--- config.mk ---
export PLATFORM = sky130hd
export DESIGN_NAME = overlapping_pattern_counter
export DESIGN_NICKNAME = d
export VERILOG_FILES = /design/src/hdl/opc_pkg.sv /design/src/hdl/opc_front.sv /design/src/hdl/opc_queue.sv /design/src/hdl/opc_back.sv /design/src/hdl/overlapping_pattern_counter.sv
export SDC_FILE = /design/constraint.sdc
export NUM_CORES = 1
export LEC_CHECK = 0
export BUFFER_PORTS_ARGS = -buffer_cell sky130_fd_sc_hd__buf_2
export CAP_MARGIN = 20
export CORE_AREA = 2 2 142 172
export CTS_CLUSTER_SIZE = 10
export DETAILED_ROUTE_END_ITERATION = 10
export DIE_AREA = 0 0 144 174
export PLACE_DENSITY_LB_ADDON = 0.12
export SYNTH_ARGS = -nofsm -noshare
export SYNTH_HDL_FRONTEND = slang
export SYNTH_SLANG_ARGS = --single-unit
--- constraint.sdc ---
create_clock -name clk -period 5.6 [get_ports clk]
set_input_delay 1.12 -clock clk [delete_from_list [all_inputs] [get_ports clk]]
set_output_delay 1.12 -clock clk [all_outputs]
set_load 0.01 [all_outputs]
--- src/hdl/opc_pkg.sv ---
// Package for the overlapping pattern counter: widths, codes and the queue item type.
// Used by every module of the block; depends on nothing else.
package opc_pkg;

  localparam int CHAR_W          = 8;
  localparam int PATTERN_W       = 64;
  localparam int LEN_W           = 4;
  localparam int COUNT_W         = 32;
  localparam int MAX_PATTERN_DEF = 8;
  localparam int QUEUE_DEPTH     = 4;
  localparam int CFG_IDX_W       = 1;

  localparam logic [CHAR_W-1:0]    NEWLINE_CODE = 8'd10;
  localparam logic [COUNT_W-1:0]   COUNT_MAX    = {COUNT_W{1'b1}};
  localparam logic [LEN_W-1:0]     LEN_RESET    = 4'd1;

  // Configuration register indexes
  localparam logic [CFG_IDX_W-1:0] REG_PATTERN_BYTES  = 1'b0;
  localparam logic [CFG_IDX_W-1:0] REG_PATTERN_LENGTH = 1'b1;

  // One classified text byte on its way from the front to the back
  typedef struct packed {
    logic [CHAR_W-1:0] char_code;
    logic              is_newline;
    logic              last;
  } item_t;

endpackage

--- src/hdl/opc_front.sv ---
// Front stage of the overlapping pattern counter: accepts text bytes and classifies them.
// Depends on opc_pkg; feeds opc_queue.
module opc_front (
  input  logic                     clk,
  input  logic                     rst_n,
  input  logic                     in_tvalid,
  output logic                     in_tready,
  input  logic [7:0]               in_tdata,   // [7:0] char_code
  input  logic                     in_tlast,   // end_of_text
  output logic                     push_valid,
  input  logic                     push_ready,
  output opc_pkg::item_t           push_item
);

  logic           valid_r, valid_nxt;
  opc_pkg::item_t item_r, item_nxt;

  // Take a new request when the stage is empty or drains this cycle
  assign in_tready = !valid_r || push_ready;

  // Classify the byte and hold it until the queue takes it
  always_comb begin
    valid_nxt = valid_r;
    item_nxt  = item_r;
    if (in_tready) begin
      valid_nxt            = in_tvalid;
      item_nxt.char_code   = in_tdata;
      item_nxt.is_newline  = (in_tdata == opc_pkg::NEWLINE_CODE);
      item_nxt.last        = in_tlast;
    end
  end

  always_ff @(posedge clk) begin
    if (!rst_n) begin
      valid_r <= 1'b0;
    end else begin
      valid_r <= valid_nxt;
    end
    item_r <= item_nxt;
  end

  assign push_valid = valid_r;
  assign push_item  = item_r;

endmodule

--- src/hdl/opc_queue.sv ---
// Short queue between front and back of the overlapping pattern counter.
// Depends on opc_pkg for the item type.
module opc_queue #(
  parameter int DEPTH = opc_pkg::QUEUE_DEPTH
) (
  input  logic           clk,
  input  logic           rst_n,
  input  logic           push_valid,
  output logic           push_ready,
  input  opc_pkg::item_t push_item,
  output logic           pop_valid,
  input  logic           pop_ready,
  output opc_pkg::item_t pop_item
);

  localparam int PTR_W = (DEPTH > 1) ? $clog2(DEPTH) : 1;
  localparam int CNT_W = $clog2(DEPTH + 1);

  opc_pkg::item_t         slots_r [DEPTH];
  logic [PTR_W-1:0]       wr_ptr_r, wr_ptr_nxt;
  logic [PTR_W-1:0]       rd_ptr_r, rd_ptr_nxt;
  logic [CNT_W-1:0]       count_r, count_nxt;
  logic                   do_push, do_pop;

  assign push_ready = (count_r != CNT_W'(DEPTH));
  assign pop_valid  = (count_r != '0);
  assign pop_item   = slots_r[rd_ptr_r];
  assign do_push    = push_valid && push_ready;
  assign do_pop     = pop_valid && pop_ready;

  // Advance pointers with wrap and track the fill level
  always_comb begin
    wr_ptr_nxt = wr_ptr_r;
    rd_ptr_nxt = rd_ptr_r;
    count_nxt  = count_r;
    if (do_push) begin
      wr_ptr_nxt = (wr_ptr_r == PTR_W'(DEPTH - 1)) ? '0 : wr_ptr_r + 1'b1;
    end
    if (do_pop) begin
      rd_ptr_nxt = (rd_ptr_r == PTR_W'(DEPTH - 1)) ? '0 : rd_ptr_r + 1'b1;
    end
    case ({do_push, do_pop})
      2'b10:   count_nxt = count_r + 1'b1;
      2'b01:   count_nxt = count_r - 1'b1;
      default: count_nxt = count_r;
    endcase
  end

  always_ff @(posedge clk) begin
    if (!rst_n) begin
      wr_ptr_r <= '0;
      rd_ptr_r <= '0;
      count_r  <= '0;
    end else begin
      wr_ptr_r <= wr_ptr_nxt;
      rd_ptr_r <= rd_ptr_nxt;
      count_r  <= count_nxt;
    end
    if (do_push) begin
      slots_r[wr_ptr_r] <= push_item;
    end
  end

endmodule

--- src/hdl/opc_back.sv ---
// Back stage of the overlapping pattern counter: sliding window, parallel compare,
// saturating count and the result register. Depends on opc_pkg; fed by opc_queue.
module opc_back #(
  parameter int MAX_PATTERN = opc_pkg::MAX_PATTERN_DEF
) (
  input  logic                          clk,
  input  logic                          rst_n,
  input  logic                          pop_valid,
  output logic                          pop_ready,
  input  opc_pkg::item_t                pop_item,
  input  logic [opc_pkg::PATTERN_W-1:0] pattern_bytes,
  input  logic [opc_pkg::LEN_W-1:0]     pattern_length,
  output logic                          out_tvalid,
  input  logic                          out_tready,
  output logic [31:0]                   out_tdata   // [31:0] match_count
);

  localparam int FILL_W = $clog2(MAX_PATTERN + 1);
  localparam int CW     = opc_pkg::CHAR_W;

  logic [CW-1:0]               window_r [MAX_PATTERN];
  logic [CW-1:0]               win_sh   [MAX_PATTERN];
  logic [FILL_W-1:0]           fill_r, fill_nxt, fill_inc;
  logic [opc_pkg::COUNT_W-1:0] total_r, total_nxt, total_upd;
  logic                        out_valid_r, out_valid_nxt;
  logic [opc_pkg::COUNT_W-1:0] out_data_r, out_data_nxt;
  logic [MAX_PATTERN-1:0]      hit;
  logic [opc_pkg::LEN_W-1:0]   eff_len;
  logic                        match;
  logic                        take;

  // Stall a last item only while the result register is still full
  assign pop_ready = !pop_item.last || !out_valid_r || out_tready;
  assign take      = pop_valid && pop_ready;

  // Shift the new byte in at the newest end
  always_comb begin
    win_sh[0] = pop_item.char_code;
    for (int i = 1; i < MAX_PATTERN; i++) begin
      win_sh[i] = window_r[i-1];
    end
  end

  assign fill_inc = (fill_r == FILL_W'(MAX_PATTERN)) ? fill_r : fill_r + 1'b1;
  assign eff_len  = (pattern_length > opc_pkg::LEN_W'(MAX_PATTERN)) ?
                    opc_pkg::LEN_W'(MAX_PATTERN) : pattern_length;

  // Compare every candidate length in parallel, then pick the configured one
  always_comb begin
    for (int l = 1; l <= MAX_PATTERN; l++) begin
      hit[l-1] = (fill_inc >= FILL_W'(l));
      for (int k = 0; k < l; k++) begin
        if (win_sh[l-1-k] != pattern_bytes[8*k +: 8]) begin
          hit[l-1] = 1'b0;
        end
      end
    end
    match = 1'b0;
    for (int l = 1; l <= MAX_PATTERN; l++) begin
      if (eff_len == opc_pkg::LEN_W'(l)) begin
        match = hit[l-1];
      end
    end
  end

  assign total_upd = (match && total_r != opc_pkg::COUNT_MAX) ? total_r + 1'b1 : total_r;

  // Update line state and count; emit and restart on the last byte
  always_comb begin
    fill_nxt      = fill_r;
    total_nxt     = total_r;
    out_valid_nxt = out_valid_r && !out_tready;
    out_data_nxt  = out_data_r;
    if (take) begin
      if (pop_item.is_newline) begin
        fill_nxt = '0;
      end else begin
        fill_nxt  = fill_inc;
        total_nxt = total_upd;
      end
      if (pop_item.last) begin
        out_valid_nxt = 1'b1;
        out_data_nxt  = total_nxt;
        fill_nxt      = '0;
        total_nxt     = '0;
      end
    end
  end

  always_ff @(posedge clk) begin
    if (!rst_n) begin
      fill_r      <= '0;
      total_r     <= '0;
      out_valid_r <= 1'b0;
    end else begin
      fill_r      <= fill_nxt;
      total_r     <= total_nxt;
      out_valid_r <= out_valid_nxt;
    end
    out_data_r <= out_data_nxt;
    if (take && !pop_item.is_newline) begin
      for (int i = 0; i < MAX_PATTERN; i++) begin
        window_r[i] <= win_sh[i];
      end
    end
  end

  assign out_tvalid = out_valid_r;
  assign out_tdata  = out_data_r;

endmodule

--- src/hdl/overlapping_pattern_counter.sv ---
// Overlapping pattern counter, top level: configuration registers, front, queue and back.
// Depends on opc_pkg, opc_front, opc_queue and opc_back.
// Path: a last byte accepted into the front register is written into the queue, then
// taken by the back, which counts it and raises out_tvalid from its result register.
// Throughput: one byte per cycle, set by the combinational window compare in the back;
// a last byte waits only while the previous count is still untaken.
// Reset (rst_n low, synchronous): empty pipeline and queue, zero count, empty line,
// pattern_bytes zero and pattern_length one.
module overlapping_pattern_counter #(
  parameter int MAX_PATTERN = opc_pkg::MAX_PATTERN_DEF
) (
  input  logic                          clk,
  input  logic                          rst_n,
  input  logic                          in_tvalid,
  output logic                          in_tready,
  input  logic [7:0]                    in_tdata,   // [7:0] char_code
  input  logic                          in_tlast,   // end_of_text
  output logic                          out_tvalid,
  input  logic                          out_tready,
  output logic [31:0]                   out_tdata,  // [31:0] match_count
  input  logic                          cfg_valid,
  output logic                          cfg_ready,
  input  logic [opc_pkg::CFG_IDX_W-1:0] cfg_index,
  input  logic [opc_pkg::PATTERN_W-1:0] cfg_data
);

  logic [opc_pkg::PATTERN_W-1:0] pattern_bytes_r, pattern_bytes_nxt;
  logic [opc_pkg::LEN_W-1:0]     pattern_length_r, pattern_length_nxt;
  logic                          push_valid, push_ready;
  logic                          pop_valid, pop_ready;
  opc_pkg::item_t                push_item, pop_item;

  assign cfg_ready = 1'b1;

  // Decode configuration write requests
  always_comb begin
    pattern_bytes_nxt  = pattern_bytes_r;
    pattern_length_nxt = pattern_length_r;
    if (cfg_valid && cfg_ready) begin
      case (cfg_index)
        opc_pkg::REG_PATTERN_BYTES:  pattern_bytes_nxt  = cfg_data;
        opc_pkg::REG_PATTERN_LENGTH: pattern_length_nxt = cfg_data[opc_pkg::LEN_W-1:0];
        default: ;
      endcase
    end
  end

  always_ff @(posedge clk) begin
    if (!rst_n) begin
      pattern_bytes_r  <= '0;
      pattern_length_r <= opc_pkg::LEN_RESET;
    end else begin
      pattern_bytes_r  <= pattern_bytes_nxt;
      pattern_length_r <= pattern_length_nxt;
    end
  end

  opc_front u_front (
    .clk        (clk),
    .rst_n      (rst_n),
    .in_tvalid  (in_tvalid),
    .in_tready  (in_tready),
    .in_tdata   (in_tdata),
    .in_tlast   (in_tlast),
    .push_valid (push_valid),
    .push_ready (push_ready),
    .push_item  (push_item)
  );

  opc_queue #(
    .DEPTH (opc_pkg::QUEUE_DEPTH)
  ) u_queue (
    .clk        (clk),
    .rst_n      (rst_n),
    .push_valid (push_valid),
    .push_ready (push_ready),
    .push_item  (push_item),
    .pop_valid  (pop_valid),
    .pop_ready  (pop_ready),
    .pop_item   (pop_item)
  );

  opc_back #(
    .MAX_PATTERN (MAX_PATTERN)
  ) u_back (
    .clk            (clk),
    .rst_n          (rst_n),
    .pop_valid      (pop_valid),
    .pop_ready      (pop_ready),
    .pop_item       (pop_item),
    .pattern_bytes  (pattern_bytes_r),
    .pattern_length (pattern_length_r),
    .out_tvalid     (out_tvalid),
    .out_tready     (out_tready),
    .out_tdata      (out_tdata)
  );

endmodule

# == Yosys cells after proc, flatten, opt, wreduce, memory -nomap -nowiden ==
# Memories as Yosys holds them, arrays and structs flattened. A register that Yosys moved wholly into a read port is not among the register bits.
# Cells that the tools add are included.
# word_totals
ff_bits,155
n_memories,2
out_inout_bits,35
inputBits,79
mem_bits_rw,104
elab_cells,163
# classes
addsub,6
n_reduce_logical,18
mux,62
bitwise,1
order_cmp,9
n_eq_ne,52
# memory_table
memory,words,width,rd,rd_ports_with_merged_regs,write_ports,line_no,source
u_back.window_r,8,8,7,0,8,opc_back.sv:21,logic [CW-1:0] window_r [MAX_PATTERN];
u_queue.slots_r,4,10,1,1,1,opc_queue.sv:19,opc_pkg::item_t slots_r [DEPTH];
# op_table
operator,count
8-bit != test,36
32-bit two-way mux,3
1-bit two-way mux,50
"32-bit by 1-bit adder with 32-bit output, second input constant",1
"32-bit != test, second input constant",1
"4-bit by 3-bit == test with 1-bit output, second input constant",4
"4-bit by 3-bit >= comparator with 1-bit output, second input constant",4
4-bit two-way mux,4
"4-bit by 2-bit == test with 1-bit output, second input constant",2
"4-bit == test, second input constant",2
"8-bit by 4-bit == test with 1-bit output, second input constant",1
"4-bit by 2-bit >= comparator with 1-bit output, second input constant",2
2-bit two-way mux,4
"2-bit == test, second input constant",3
3-bit case mux with 2 select lines,1
2-bit AND reduction,3
1-bit logical AND,5
1-bit logical NOT,5
"2-bit by 1-bit adder with 2-bit output, second input constant",2
"4-bit by 1-bit adder with 4-bit output, second input constant",1
"4-bit by 1-bit == test with 1-bit output, second input constant",1
"4-bit by 1-bit >= comparator with 1-bit output, second input constant",1
"4-bit >= comparator, second input constant",1
"4-bit > comparator, second input constant",1
other kinds (8),10

# == Logic depth before layout (Yosys ltp) ==
# Gate-level depths: netlist of run 1.
# logic_depth
word_depth,16
depth_mapped,13

# == Modules after synthesis ==
# From an unflattened synthesis of run 1, not the netlist that was laid out.
# unflattened
hier_cells,1391
hier_area_um2,14232.4
# by_module_without_submodules
module,area_per_inst_um2,seq_area_each_um2,n_inst,cells_per_inst
opc_back,9133.8,3383.2,1,970
overlapping_pattern_counter,2798.9,1361.3,1,296
opc_queue,1939.4,1381.3,1,108
opc_front,360.3,320.3,1,17

# == Worst setup path before layout of run 1 ==
# No wires, ideal clock.
# synth_timing
path_type,in2reg
start,input port out_tready
end,"memory u_back.window_r[0][0] (netlist bit), enable pin"
slack_ns,1.357
t_arrival_ns,3.773
required_ns,5.130
stages,3
path_buffers,0
path_cell_list,nor2b_1 a21o_1 nor2_1
# synth_lines
element,line_no,source
start: declaration,overlapping_pattern_counter.sv:19,"input logic out_tready,"
end: declaration,opc_back.sv:21,

==> results by group, run 1 <==
Status
  • Outcome: completed

Cells and area
  • Leading cell type in the layout, fill and taps excluded: xnor2_1
  • Fill count: 1925
  • Fin nets: 1488
  • Syn-to-layout area delta: 9.676%
  • Final Cell Area: 0.01516 mm2
  • Layout cells sized above 1: between 10% and 20%
  • Commonest cells after routing, fill and taps aside: xnor2_1 (210), nand2_1 (196), edfxtp_1 (138)

Setup path
  • WS Path Type: flop to flop
  • CP delay by family, top: compound AO/OA/AOI/OAI gates
  • WP buf/inv: 0
  • Worst EP arrival: 4110 ps
  • CP startpoint kind: flop
  • CP cell instances: mux4_2 > xnor2_1 > and4b_1 > o31ai_1 > o32a_1 > nand4_2 > o21ai_2 > nor3_1 > xor2_1
  • Crit-path max cell delay: 790 ps
  • Worst Setup End Kind: flop
  • Worst EP required: 5880 ps
  • Critical path peak fanout: 21
  • Critical Path Slowest Stage Cell: o21ai_2

Drt
  • Drt via density: 5.942
  • # DRC: 0
  • DRT Pass-1 Iters: 5
  • Final wirelength: 40290 um
  • WL per Instance: 23.15 um
  • Initial DRC Count: 659
  • Post-route ant nets: 0
  • Vias: 10339

Timing
  • Slew Limit Fails: 0
  • Fmax: 261.5 MHz
  • Final hold viol count: 0
  • RSZ-0062 raised after global routing: no
  • Finish-stage setup viols: 0
  • Layout Skew: 11.47 ps
  • TNS Setup: 0 ps
  • Slew margin rel.: 37.71%
  • Part of the cycle the worst path needs: 68.29%
  • Slew @ Worst Pin: between 900 and 1000 ps
  • Minimum clock period: 3824 ps

Global route
  • Vias in the first global route: 10086
  • Initial antenna violation count: 2
  • First-pass GRT wire length: 60280 um
  • Largest net degree at the start of global routing: 88
  • Gr ovfl total: 0
  • GRT Util Overall: 32.20%

Yosys
  • Syn. warnings: 0
  • Mapped Cells: 1373
  • Top cell type's share of synthesized area: 29.98%
  • EDFF count, synth: between 100 and 150
  • Syn_nets: 1463
  • Syn avg cell area: 10.07 um2
  • Synth area leader: edfxtp_1
  • Yosys cell types: 66
  • Asr flop ratio synth: 0%
  • Synthesized cell area: 0.01382 mm2
  • #FFs+latches synth: 253
  • Sequential fraction of the synthesis area: 46.63%
  • Area contributors post-synth: edfxtp_1 (30%), dfxtp_1 (17%), xnor2_1 (13%), xor2_1 (7.2%), nand2_1 (5.3%)
  • Main flop type after synthesis: edfxtp_1

Die
  • Die width: 144 um
  • Row count: between 60 and 70
  • Initial core utilization: 58.81%
  • IO Pins: 114
  • Die Y: around 170 um
  • Core area: 0.02351 mm2
  • Total Die Area: 0.02506 mm2

CTS
  • CTS buffer count: 29
  • Sink Count: roughly 250
  • CTS Root Cell: clkbuf_16
  • Cts hold-fix bufs: 0
  • Resize count post-CTS: 0
  • Clock Latency Late Sink: 550 ps
  • Clock buffer depth: 3
  • Post-CTS Setup Repair Bufs: 0
  • H-Tree Depth: 1
  • CTS tree: done
  • Clock Pin Slew Worst Setup and Hold Paths: ~60 ps

Pwr
  • Pleak: roughly 0.0053 uW
  • Peak VDD IR: 397.8 uV
  • Pwr/cell area: between 400 and 500 mW/mm2

Worst hold path
  • Hold Crit Class: flop to flop

Placed design
  • # port buffers: 112
  • Final GP Congestion: approximately 1.0
  • Dpl cell area: 0.01431 mm2
  • Final HPWL DP: 28310 um

Run
  • Maxcap violations: 0
## per-layer routing
layer | track usage (%) | vias up | part of all wire, % | wire length, um
met5 | 0 | - | 0 | 0
met4 | 16.54 | 0 | 5.8 | 2332
met3 | 5.096 | 130 | 6.1 | 2465
met2 | 55.28 | 373 | 49 | 19870
met1 | 38.76 | 5061 | 39 | 15610
li1 | - | 4775 | - | -
## report_power, final
part	internal (uW)	leakage, uW	switching [uW]
registers	2370	0.00224	546
logic	721	0.00271	928
clock network	974	0.000393	712
## worst min-delay path, stage by stage, from the launching register on
cell and delay (ps):
dfxtp_1 320, nand2_1 50, a21boi_0 60
## stage by stage
| step | util [%] | hold WS, ps | worst slack [ps] | power (uW) | instances |
|---|---|---|---|---|---|
| finish | 64.50 | 481.8 | 1776 | 6256 | 1740 |
| global route | 64.49 | 506.5 | 1479 | 6529 | 1739 |
| CTS | 64.37 | 481.8 | 1764 | 6249 | 1738 |
| detailed placement | 60.87 | 473.9 | 1766 | 4560 | 1686 |
| global placement | 60.87 | 472.0 | 1852 | 4538 | 1686 |
| floorplan | - | 424.4 | 1357 | 4032 | 1373 |
## worst paths after layout
path                               end           startpoint  slack [ps]  cells after the start
hold reg to reg    pattern_bytes_r[62]  pattern_bytes_r[62]         480                      2
hold / removal     pattern_bytes_r[62]  pattern_bytes_r[62]         480                      2
setup reg to reg  u_back.out_tdata[26]                 flop        1780                      9
setup / recovery  u_back.out_tdata[26]                 flop        1780                      9
## registers in the layout, summed over array words and instances (netlist names), 4 cells and up, named ones only
name               flops
u_back.fill_r          4
u_front.push_item     10
u_back.window_r       56
u_back.total_r        32
u_queue.slots_r       40
pattern_length_r       4
pattern_bytes_r       64
u_back.out_tdata      32
## cell type report
| type | instances | area, um2 | share of cell area (%) |
|---|---|---|---|
| Antenna cell | 1 | 2.502 | 0.01651 |
| Clock buffer | 51 | 818.3 | 5.397 |
| Clock inverter | 1 | 5.005 | 0.03301 |
| Inverter | 23 | 86.33 | 0.5694 |
| Multi-Input combinational cell | 969 | 6746 | 44.50 |
| Sequential cell | 253 | 6446 | 42.52 |
| Tap cell | 320 | 400.4 | 2.641 |
| Timing Repair Buffer | 122 | 655.6 | 4.325 |
## synth_stat cells (4+ instances only)
cell type,n
o211ai_2,4
nand4_1,57
clkbuf_1,90
a21boi_0,71
buf_1,20
mux4_2,10
xor2_1,114
buf_2,5
dfxtp_1,115
inv_1,23
a21oi_1,12
nor2_2,5
ha_1,10
nor2b_1,8
nor4_2,4
nand2_1,196
buf_6,9
edfxtp_1,138
nor4_1,32
o31ai_1,4
or3_1,8
nor2_1,40
or4_1,17
xnor2_1,210
o211ai_1,10
and3_1,18
mux2i_1,5
o21ai_0,9
nor3_1,16
nand3_1,46
and2_1,8
## logic make-up after synthesis
family	after synthesis	share of synthesized area (%)
xor gates and xnor gates	324	20.53
AOI/OAI and AO/OA	144	7.803
adders and majority gates	11	1.050
buffers and inverters	151	4.725
other	1	0.02713
DFF	253	46.63
and+or+nand+nor	474	17.24
muxes	15	1.991
Power figures use the tool's default switching activity.
==> run 2: changes to the inputs <==
--- a/config.mk
+++ b/config.mk
@@ -7,10 +7,10 @@
 export LEC_CHECK = 0
 export BUFFER_PORTS_ARGS = -buffer_cell sky130_fd_sc_hd__buf_2
 export CAP_MARGIN = 20
-export CORE_AREA = 2 2 142 172
+export CORE_AREA = 2 2 148 179
 export CTS_CLUSTER_SIZE = 10
 export DETAILED_ROUTE_END_ITERATION = 10
-export DIE_AREA = 0 0 144 174
+export DIE_AREA = 0 0 150 181
 export PLACE_DENSITY_LB_ADDON = 0.12
 export SYNTH_ARGS = -nofsm -noshare
 export SYNTH_HDL_FRONTEND = slang
==> constraint.sdc (replaced) <==
create_clock -name clk -period 3.5 [get_ports clk]
set_input_delay 0.7 -clock clk [delete_from_list [all_inputs] [get_ports clk]]
set_output_delay 0.7 -clock clk [all_outputs]
set_load 0.01 [all_outputs]
==> results by group, run 2 (synthesized netlist as in run 1, its figures left out) <==
Status
  • Outcome: completed

Global route
  • Initial antenna violation count: 0
  • Gr ovfl total: 0
  • Met3 usage: between 3 and 4%
  • Largest net degree at the start of global routing: 57
  • GRT Util Overall: ~30%
  • M1 GR Usage: 36.42%
  • First-pass GRT wire length: 61960 um
  • Global route hottest layer: met2
  • Met2 track demand over resource: 51.45%
  • Vias in the first global route: ~11000

Setup path
  • Reg2reg setup slack: 180 ps
  • Worst EP arrival: 3780 ps
  • Worst R2R Path Depth: 11
  • Critical Path Most Common Cell: buf_12
  • CP delay by family, top: simple AND/OR/NAND/NOR gates
  • Reg2reg end: u_back.total_r[9]
  • WP buf/inv: 2
  • CP startpoint kind: flop
  • Critical path peak fanout: 26
  • WS Path Type: flop to flop
  • Worst EP required: 3960 ps
  • Crit-path max cell delay: 690 ps
  • Worst Setup End Kind: flop
  • Critical Path Slowest Stage Cell: mux4_2
  • CP cell instances: buf_12 > mux4_2 > xor2_1 > nor4_1 > nand4_1 > o22ai_1 > o31a_4 > o21ai_2 > buf_12 > or4_1 > o211ai_1

Timing
  • Finish-stage setup viols: 0
  • Slew Limit Fails: 0
  • Layout Skew: 23.86 ps
  • RSZ-0062 raised after global routing: no
  • Slew margin rel.: 50.34%
  • TNS Setup: 0 ps
  • Slew @ Worst Pin: 738.1 ps
  • Part of the cycle the worst path needs: a little over nine tenths
  • Hold WS: 318.6 ps
  • Fmax: 301.2 MHz
  • Final hold viol count: 0
  • Minimum clock period: 3320 ps

CTS
  • Cts hold-fix bufs: 0
  • Clock buffer depth: 3
  • Clock Pin Slew Worst Setup and Hold Paths: 60 ps
  • Post-CTS Setup Repair Bufs: 0
  • H-Tree Depth: 1
  • Resize count post-CTS: 0
  • CTS tree: done
  • Sink Count: ~250
  • Clock Latency Late Sink: 560 ps
  • CTS Root Cell: clkbuf_16
  • CTS buffer count: 29

Worst hold path
  • Hold depth: 1
  • Critical hold path startpoint: in_tlast
  • Endpoint, Worst Hold: u_front.push_item[0]
  • Hold Crit Class: primary input to flop

Drt
  • WL per Instance: ~22 um
  • Post-route ant nets: 0
  • # DRC: 0
  • Drt via density: 5.779
  • Vias: 10714
  • DRT Pass-1 Iters: 5
  • Initial DRC Count: about 790
  • Final wirelength: 40540 um

Cells and area
  • Top reg by flops: pattern_bytes_r
  • Fin nets: between 1500 and 2000
  • Layout cells sized above 1: approximately a fifth
  • Largest registers: pattern_bytes_r x64, u_back.window_r x56, u_queue.slots_r x40
  • Commonest cells after routing, fill and taps aside: xnor2_1 (210), nand2_1 (196), edfxtp_1 (138)
  • Syn-to-layout area delta: 15.61%
  • Leading cell type in the layout, fill and taps excluded: xnor2_1
  • ANT cells: 0
  • Max reg flops: 64
  • Fill count: 2149

Pwr
  • Pwr/cell area: about 650 mW/mm2
  • Pleak: 0.005872 uW
  • Peak VDD IR: 528.7 uV

Placed design
  • Final GP Congestion: 1.058
  • Final HPWL DP: approximately 31000 um
  • # port buffers: 112

Die
  • Die width: 150 um
  • Row count: between 60 and 70
  • Initial core utilization: 54.63%
  • Die Y: 181 um
  • Total Die Area: 0.02715 mm2
  • Core area: 0.02530 mm2
  • IO Pins: approximately 110

Run
  • Maxcap violations: 0
run 2: cell count changes in the layout (fill, tap and decap cells not counted):
cell | previous run | this run
a2111oi_0 | 1 | 0
a2111oi_1 | 0 | 1
buf_12 | 0 | 3
buf_16 | 1 | 0
buf_4 | 9 | 110
clkbuf_1 | 21 | 22
diode_2 | 1 | 0
inv_6 | 0 | 1
nor3b_2 | 1 | 0
nor3b_4 | 0 | 1
run 2: power by group:
group	leakage (uW)	switching, uW	total, uW	internal [uW]
Sequential	0.00224	514	4310	3790
Combinational	0.00324	1900	3280	1380
Clock	0.000399	1170	2740	1570
Total	0.00587	3590	10300	6740
run 2: per-stage QoR:
stage	power, uW	util [%]	worst slack, ps	instance area [um2]	std cells
6_report	10330	63.16	179.8	15980	1854
3_5_place_dp	7605	59.85	232.7	15140	1800
5_1_grt	10770	63.16	9.840	15980	1854
2_1_floorplan	6440	-	358.3	13830	1373
3_3_place_gp	7580	59.85	226.4	15140	1800
4_1_cts	10330	63.15	229.9	15980	1854
run 2: how the worst max path moves through the flow:
stage,startpoint,endpoint,cells past startpoint
5_1_grt,u_back.fill_r[0],u_back.out_tdata[15],12
4_1_cts,flop,u_back.out_tdata[25],11
3_5_place_dp,flop,u_back.out_tdata[25],11
3_3_place_gp,flop,u_back.out_tdata[25],11
6_report,flop,u_back.total_r[9],11
2_1_floorplan,flop,u_back.window_r[0][0],4
run 2: cell type report:
cell class | count | area (um2) | share of cell area, %
clock buffer | 52 | 822.0 | 5.144
clock inverter | 2 | 13.76 | 0.08612
inverter | 23 | 86.33 | 0.5402
multi-input combinational | 969 | 6754 | 42.26
sequential | 253 | 6446 | 40.34
tap | 330 | 412.9 | 2.584
timing repair buffer | 225 | 1446 | 9.050
run 2: routing by layer:
layer	vias up	wire (um)
met5	-	0
met4	0	2531
met3	122	2200
met2	373	19910
met1	5227	15900
li1	4992	-
run 2: worst reg2reg max path, cell delays in order (launching register included):
cell and delay [ps]:
dfxtp_1 350, buf_12 160, mux4_2 690, xor2_1 210, nor4_1 420, nand4_1 150
o22ai_1 170, o31a_4 210, o21ai_2 80, buf_12 160, or4_1 520, o211ai_1 100
==> run 3: changes to the inputs <==
--- a/config.mk
+++ b/config.mk
@@ -12,6 +12,7 @@
 export DETAILED_ROUTE_END_ITERATION = 10
 export DIE_AREA = 0 0 150 181
 export PLACE_DENSITY_LB_ADDON = 0.12
+export RECOVER_POWER = 100
 export SYNTH_ARGS = -nofsm -noshare
 export SYNTH_HDL_FRONTEND = slang
 export SYNTH_SLANG_ARGS = --single-unit
==> results by group, run 3 (synthesized netlist as in run 1, its figures left out) <==
Cells and area
  • Top reg by flops: pattern_bytes_r
  • Fin nets: 1591
  • Layout cells sized above 1: 13.91%
  • ANT cells: 0
  • Largest registers: pattern_bytes_r x64, u_back.window_r x56, u_queue.slots_r x40
  • Final cell count without fillers: 1854
  • Max reg flops: 64
  • Fill count: 2225
  • Sequential cell area: approximately 0.0064 mm2
  • Syn-to-layout area delta: 13.84%
  • Leading cell type in the layout, fill and taps excluded: xnor2_1
  • Commonest cells after routing, fill and taps aside: xnor2_1 (210), nand2_1 (196), edfxtp_1 (138)
  • Footprint of the multi-input gates: 0.006684 mm2

Drt
  • Vias: 10627
  • Drt via density: 5.732
  • # DRC: 0
  • Final wirelength: roughly 40000 um
  • Initial DRC Count: 812
  • Post-route ant nets: 0
  • WL per Instance: 21.84 um
  • DRT Pass-1 Iters: 5

Global route
  • Initial antenna violation count: 0
  • GRT Util Overall: 29.97%
  • First-pass GRT wire length: 61960 um
  • Gr ovfl total: 0
  • Vias in the first global route: 10748
  • Largest net degree at the start of global routing: 57

Placed design
  • # port buffers: 112
  • Final GP Congestion: 1.058
  • # placed instances: between 1500 and 2000
  • Final HPWL DP: 30530 um

Setup path
  • CP startpoint kind: flop
  • Worst EP arrival: 3590 ps
  • Critical path peak fanout: 26
  • Worst Setup End Kind: flop
  • WS Path Type: flop to flop
  • Worst EP required: 3780 ps

CTS
  • CTS tree: done
  • CTS Root Cell: clkbuf_16
  • H-Tree Depth: 1
  • Clock buffer depth: 3
  • Cts hold-fix bufs: 0
  • CTS buffer count: 29
  • Clock Latency Late Sink: 550 ps
  • Sink Count: approximately 250
  • Clock Pin Slew Worst Setup and Hold Paths: 50 ps

Timing
  • Layout Skew: 22.48 ps
  • Final hold viol count: 0
  • Finish-stage setup viols: 0
  • Slew margin rel.: -8.608%
  • Fmax: ~300 MHz
  • TNS Setup: 0 ps
  • Part of the cycle the worst path needs: 94.46%
  • Slew Limit Fails: 100
  • RSZ-0062 raised after global routing: no
  • Slew @ Worst Pin: 1629 ps
  • Minimum clock period: between 3000 and 4000 ps

Die
  • Die Y: around 180 um
  • Core area: about 0.025 mm2
  • Die width: roughly 150 um
  • Total Die Area: 0.02715 mm2
  • IO Pins: roughly 110
  • Row count: 64
  • Initial core utilization: between 50% and 60%

Worst hold path
  • Hold Crit Class: primary input to flop

Pwr
  • Pleak: 0.005614 uW
  • Peak VDD IR: 518.4 uV
  • Pwr/cell area: roughly 650 mW/mm2

Run
  • Maxcap violations: 2

Status
  • Outcome: finished, violations left
  • Failing checks: max-capacitance violations, max-slew violations
run 3: layer usage:
layer  vias up  share of wire [%]  wire (um)  global-route usage [%]
li1       4984                  -          -                       -
met1      5168                 39      15860                   36.42
met2       342                 49      19880                   51.45
met3       133                5.2       2112                   3.939
met4         0                6.5       2630                   15.74
met5         -                  0          0                       0
run 3: worst max-delay path, cell delays in order (launching register included):
cell,delay (ps)
dfxtp_1,350
buf_12,160
mux4_2,680
xor2_1,210
nor4_1,410
nand4_1,150
o22ai_1,170
o31a_4,210
o21ai_2,80
buf_12,160
nor4_1,340
xnor2_1,100
run 3: layout make-up:
type / instances / area share [%]
multi-input cells: 969 / 42.47
clock buffers: 52 / 5.224
flip-flops and latches: 253 / 40.96
clock inverters: 2 / 0.08746
repair buffers: 225 / 8.078
well taps: 330 / 2.624
inverters: 23 / 0.5486
run 3: per-stage QoR:
step	utilization, %	instance area, um2	setup slack, ps	power [uW]	hold WS (ps)
finish	62.19	15740	193.9	10180	320.5
global placement	59.85	15140	226.4	7580	472.3
floorplan	-	13830	358.3	6440	424.4
CTS	63.15	15980	229.9	10330	307.1
global route	62.19	15740	26.23	10640	311.5
detailed placement	59.85	15140	232.7	7605	480.8
run 3: repair_timing:
item | 4_1_cts | 5_1_grt
gates resized for setup | 0 | 1
setup endpoints to repair | 0 | 4
buffers inserted | 0 | 0
run 3: path summary, 6_finish.rpt:
path | start | end | slack, ps | cells past startpoint
setup / recovery | flop | u_back.out_tdata[15] | 190 | 11
hold / removal | in_tlast | u_front.push_item[0] | 320 | 1
setup reg to reg | flop | u_back.out_tdata[15] | 190 | 11
hold reg to reg | pattern_bytes_r[59] | pattern_bytes_r[59] | 480 | 2
run 3: where the power goes:
part	total (uW)	switching [uW]	internal [uW]
Clock	2730	1170	1570
Combinational	3110	1880	1230
Sequential	4330	514	3820
